### src/ccfp_pkg.sv
package ccfp_pkg;

	localparam int CCFP_COORD_WIDTH = 32;
	localparam int CCFP_THR_WIDTH   = 32;
	localparam logic [CCFP_THR_WIDTH-1:0] CCFP_THR_RESET = 32'd1;

	// quotient bits kept by the divider
	function automatic int ccfp_qbits(input int w);
		return w + 3;
	endfunction

	// numerator magnitude width
	function automatic int ccfp_num_w(input int w);
		return 3 * w + 1;
	endfunction

	// divisor (2*|det|) width
	function automatic int ccfp_den_w(input int w);
		return 2 * w + 3;
	endfunction

	// start to done, in cycles
	function automatic int ccfp_latency(input int w);
		return 2 * w + 15;
	endfunction

	typedef struct packed {
		logic collinear;
		logic negx;
		logic negy;
		logic ovfx;
		logic ovfy;
	} ccfp_ctl_t;

endpackage

### src/ccfp_isqrt.sv
module ccfp_isqrt #(
	parameter int COORD_WIDTH = ccfp_pkg::CCFP_COORD_WIDTH,
	parameter int SB_W        = 1
) (
	input  logic                       clk,
	input  logic                       arst_n,
	input  logic                       in_valid,
	input  logic [2*COORD_WIDTH+3:0]   in_rad,
	input  logic [SB_W-1:0]            in_sb,
	output logic                       out_valid,
	output logic [COORD_WIDTH+1:0]     out_root,
	output logic [SB_W-1:0]            out_sb
);
	localparam int RK   = COORD_WIDTH + 2;
	localparam int RW   = 2 * RK;
	localparam int REMW = RK + 3;

	logic            v_s    [0:RK];
	logic [REMW-1:0] rem_s  [0:RK];
	logic [RK-1:0]   root_s [0:RK];
	logic [RW-1:0]   rad_s  [0:RK];
	logic [SB_W-1:0] sb_s   [0:RK];

	assign v_s[0]    = in_valid;
	assign rem_s[0]  = '0;
	assign root_s[0] = '0;
	assign rad_s[0]  = in_rad;
	assign sb_s[0]   = in_sb;

	for (genvar i = 1; i <= RK; i++) begin : g_stage
		logic [REMW-1:0] cur;
		logic [REMW-1:0] trial;
		logic            ge;

		always_comb begin
			cur   = {rem_s[i-1][REMW-3:0], rad_s[i-1][RW-1:RW-2]};
			trial = REMW'({root_s[i-1], 2'b01});
			ge    = cur >= trial;
		end

		always_ff @(posedge clk or negedge arst_n) begin
			if (!arst_n) begin
				v_s[i] <= 1'b0;
			end else begin
				v_s[i] <= v_s[i-1];
			end
		end

		always_ff @(posedge clk) begin
			rem_s[i]  <= ge ? cur - trial : cur;
			root_s[i] <= {root_s[i-1][RK-2:0], ge};
			rad_s[i]  <= rad_s[i-1] << 2;
			sb_s[i]   <= sb_s[i-1];
		end
	end

	assign out_valid = v_s[RK];
	assign out_root  = root_s[RK];
	assign out_sb    = sb_s[RK];

endmodule

### config.mk
export PLATFORM = sky130hd
export DESIGN_NAME = ccfp_isqrt
export DESIGN_NICKNAME = d
export VERILOG_FILES = /design/src/ccfp_pkg.sv /design/src/ccfp_isqrt.sv
export SDC_FILE = /design/constraint.sdc
export NUM_CORES = 2
export LEC_CHECK = 0
export BUFFER_PORTS_ARGS = -buffer_cell sky130_fd_sc_hd__buf_4
export CORE_MARGIN = 2
export CORE_UTILIZATION = 45
export CTS_CLUSTER_DIAMETER = 100
export CTS_CLUSTER_SIZE = 10
export DETAILED_ROUTE_END_ITERATION = 12
export PLACE_DENSITY_LB_ADDON = 0.08
export RECOVER_POWER = 50
export SETUP_SLACK_MARGIN = 0.3
export SKIP_LAST_GASP = 1
export SYNTH_ARGS = -nofsm -noshare
export SYNTH_HDL_FRONTEND = slang
export SYNTH_SLANG_ARGS = --single-unit
### constraint.sdc
create_clock -name clk -period 4.05 [get_ports clk]
set_clock_uncertainty 0.2 [all_clocks]
set_input_delay 0.6075 -clock clk [delete_from_list [all_inputs] [get_ports clk]]
set_output_delay 0.6075 -clock clk [all_outputs]
set_load 0.005 [all_outputs]
==> impl_results.md <==
- Vias after detailed routing: 69,600
- Wire length per cell: between 15 and 20 µm
- # Max-Cap Violations: 0
- Yosys reg bits: around 2,900
- Fin. Hold Viols: 0
- Clock Power Share: 34.5%
- Sequential area share after synthesis: about 56%
- Number of synthesized flops with an enable pin: 0
- First-pass GRT wire length: 368,000 µm
- Syn Std Cell Area: 0.104 mm²
- Tmin final: 3680 ps
- Chip width: 485 µm
- Switch share: 27.5%
- Syn_area_per_cell: 10.3 µm²
- Height of the die: 485 µm
- All-layer global routing usage: roughly 19%
- Initial Util: 45.2%
- Period utilization: 90.9%
- Largest net degree at the start of global routing: 57
- R2r setup slk: ~370 ps
- Layout cells sized above 1: 8.21%
- Max VDD drop: 0.360 mV
- Final setup vio count: 0
- Crit path to: g_stage[17].cur[27]
- # IOs: 108
- Setup crit start kind: flop
- FF-to-FF End: g_stage[17].cur[27]
- F_max: 272 MHz
- Worst-path clk slew: 50 ps
- Power per cell area: ~600 mW/mm²
- DP HPWL: 174,000 µm
- Most frequent cell after synthesis: dfxtp_1
- # DRC: 0
- DRT Wirelength: 230,000 µm
- Final Power: 72.9 mW
- Clock Tree Root: clkbuf_16
- Share of flip-flops with an asynchronous set or reset: under 10%
- Yosys top cell by area: dfxtp_1
- Grt total ovfl: 0
- XOR/XNOR share of the synthesized area: under 10%
- Post-synth top area share: around 55%
- CP endpoint kind: flop
- DR iter-0 viols: between 3,000 and 4,000
- Setup_tns: 0 ps
- Worst R2R Start: g_stage[16].trial[10]
- Syn_nets: 10,800
- Number of global-route vias before repair: 69,700
- Distinct cells, synth: between 90 and 100
- Slew HR: between 40 and 50%
- Core Region: 0.230 mm²
- Flop pwr share: 50.0%
- Placer Congestion: 0.897
- Required time of the critical path: around 4600 ps
- Worst-case reg-to-reg path depth: 11
- RSZ-0062 raised after global routing: yes
- Main combinational cell family by area after synthesis: simple AND/OR/NAND/NOR gates
- FP Rows: 176
- P_int: 52.9 mW
- Synth warn: 0
- Dominant register cell in the synthesized netlist: dfxtp_1
- Status: complete, no violations
- Num CTS Buffers: 338
- Nets: between 10,000 and 15,000
- Area of the die: 0.235 mm²
- Worst-Margin Slew: 858 ps
- P&R area growth vs syn: 14.5%
- Sw power: between 20 and 25 mW
- Post-Synth Simple-Gate Area: 12.4%
- Drt first pass iters: 6
- Post-synthesis mux area share: 1.04%
- CTS Sinks: 2,887
- Routed Antenna Nets: 0
- Post-synthesis compound-gate area fraction: 11.7%
- Skew-Pair Late Insertion Delay: 950 ps
- Initial antenna violation count: 4
- Fin. max-slew vios: 0
- Post-synthesis adder-cell area fraction: 7.60%
- Post-synth top cells: dfxtp_1 (2,853), inv_1 (792), nand2_1 (740), ha_1 (631), a21oi_1 (600)
- Combinational fraction of design power: 15.5%
- WS Path Type: reg2reg
- Leakage: approximately 56 nW
- Worst-path fanout max: 6
- H-tree Lvls: 5
- Vias per cell: 5.09
- Cells after Synth: between 10,000 and 15,000
- Top post-synthesis cells by area: dfxtp_1 (55%), ha_1 (7.6%), xnor2_1 (4.2%), xor2_1 (3.7%), a21oi_1 (2.9%)
- CTS tree: built
- Critical Path Start: g_stage[16].trial[10]
- HP Class: reg2reg
- I/O Buffers: 107
- Worst path arrival time: between 4000 and 5000 ps
- CTS Buffer Depth: 4
==> metrics by stage <==
step	instance area [µm²]	hold slack [ps]	cells	util [%]	setup WS (ps)
after floorplan	104000	110	10100	-	509
after global placement	109000	110	13200	47.4	126
after detailed placement	109000	112	13200	47.4	50.9
after CTS	118000	4.43	13600	51.5	307
after global routing	119000	53.5	13700	51.8	262
final	119000	70.2	13700	51.8	370
==> critical path, stage by stage, from the launching register on <==
cell	delay [ps]
dfxtp_1	320
inv_1	40
ha_2	380
or4b_2	680
nor4_4	250
a31oi_1	150
and3_1	200
o2111a_1	140
or3_4	370
or3_1	380
or3_1	340
xnor2_1	130
==> power groups by stage <==
stage	clock network, mW	registers (mW)	logic (mW)
finish	25.1	36.5	11.3
global route	27.3	37.0	12.7
CTS	26.1	36.5	11.2
detailed placement	0	37.1	11.1
global placement	0	37.1	11.0
floorplan	0	35.6	8.60
==> flip-flops by register name, summed over array words and instances, names as in the netlist <==
register,flops
out_root,34
sb_s,33
g_stage.trial,561
g_stage.cur,1168
out_valid,1
v_s,33
rad_s,1056
out_sb,1
==> worst min path at each step <==
stage	start	end	cells past startpoint	slack, ps
2_1_floorplan	arst_n	out_valid	0	110
3_3_place_gp	rad_s[1475]	rad_s[1409]	0	110
3_5_place_dp	rad_s[813]	g_stage[25].cur[1]	0	110
4_1_cts	in_rad[52]	rad_s[2298]	2	4
5_1_grt	in_rad[53]	rad_s[2299]	2	50
6_report	rad_s[404]	g_stage[31].cur[0]	0	70
==> layout make-up <==
class / instances / area, µm²
multi-input cells: 6255 / 42700
diodes: 3 / 7.51
inverters: 795 / 2980
repair buffers: 328 / 2790
well taps: 3026 / 3790
fillers: 20600 / 111000
flip-flops and latches: 2887 / 58000
clock inverters: 14 / 181
clock buffers: 351 / 8550
==> cell families after synthesis <==
kind of cell | count (synthesis)
buf+inv | 983
mux | 98
compound gates | 1979
other cells | 1
xor+xnor | 941
simple gates | 2604
flops | 2887
fa+ha+maj | 631
==> placed cells by master (no fill, tap or decap), types with 50 or more instances in the layout <==
master,netlist,routed
dfxtp_1,2853,2849
inv_1,792,791
nand2_1,740,740
ha_1,631,626
a21oi_1,600,595
nor2_1,590,586
o21ai_0,579,566
xnor2_1,496,496
xor2_1,444,444
clkbuf_16,0,342
a21o_1,246,246
nor3_1,230,222
buf_4,1,173
nand3_1,154,152
nand2b_1,135,134
nor4_1,128,118
nand4_1,109,109
or3_1,105,104
o21a_1,98,98
mux2_2,83,82
nor2b_1,78,75
dlygate4sd3_1,0,73
or4_1,64,64
clkbuf_4,0,63
and3_1,63,62
o21bai_1,56,56
a211oi_1,56,53
or2_2,50,50
==> per-layer routing <==
metal  global-route usage [%]  part of all wire (%)  vias up
met3                     3.37                   4.2      433
li1                         -                     -    35300
met4                     6.04                   2.8        0
met2                     33.9                    49     1355
met1                     23.9                    44    32500
met5                        0                     0        -
==> repair_timing <==
action	4_1_cts	5_1_grt
setup buffers	1	20
hold buffers	74	0
gates cloned	0	3
setup endpoints to repair	44	274
endpoints found under the hold margin	105	0
pin swaps	2	17
resized for setup	9	92
Power figures use the tool's default switching activity.
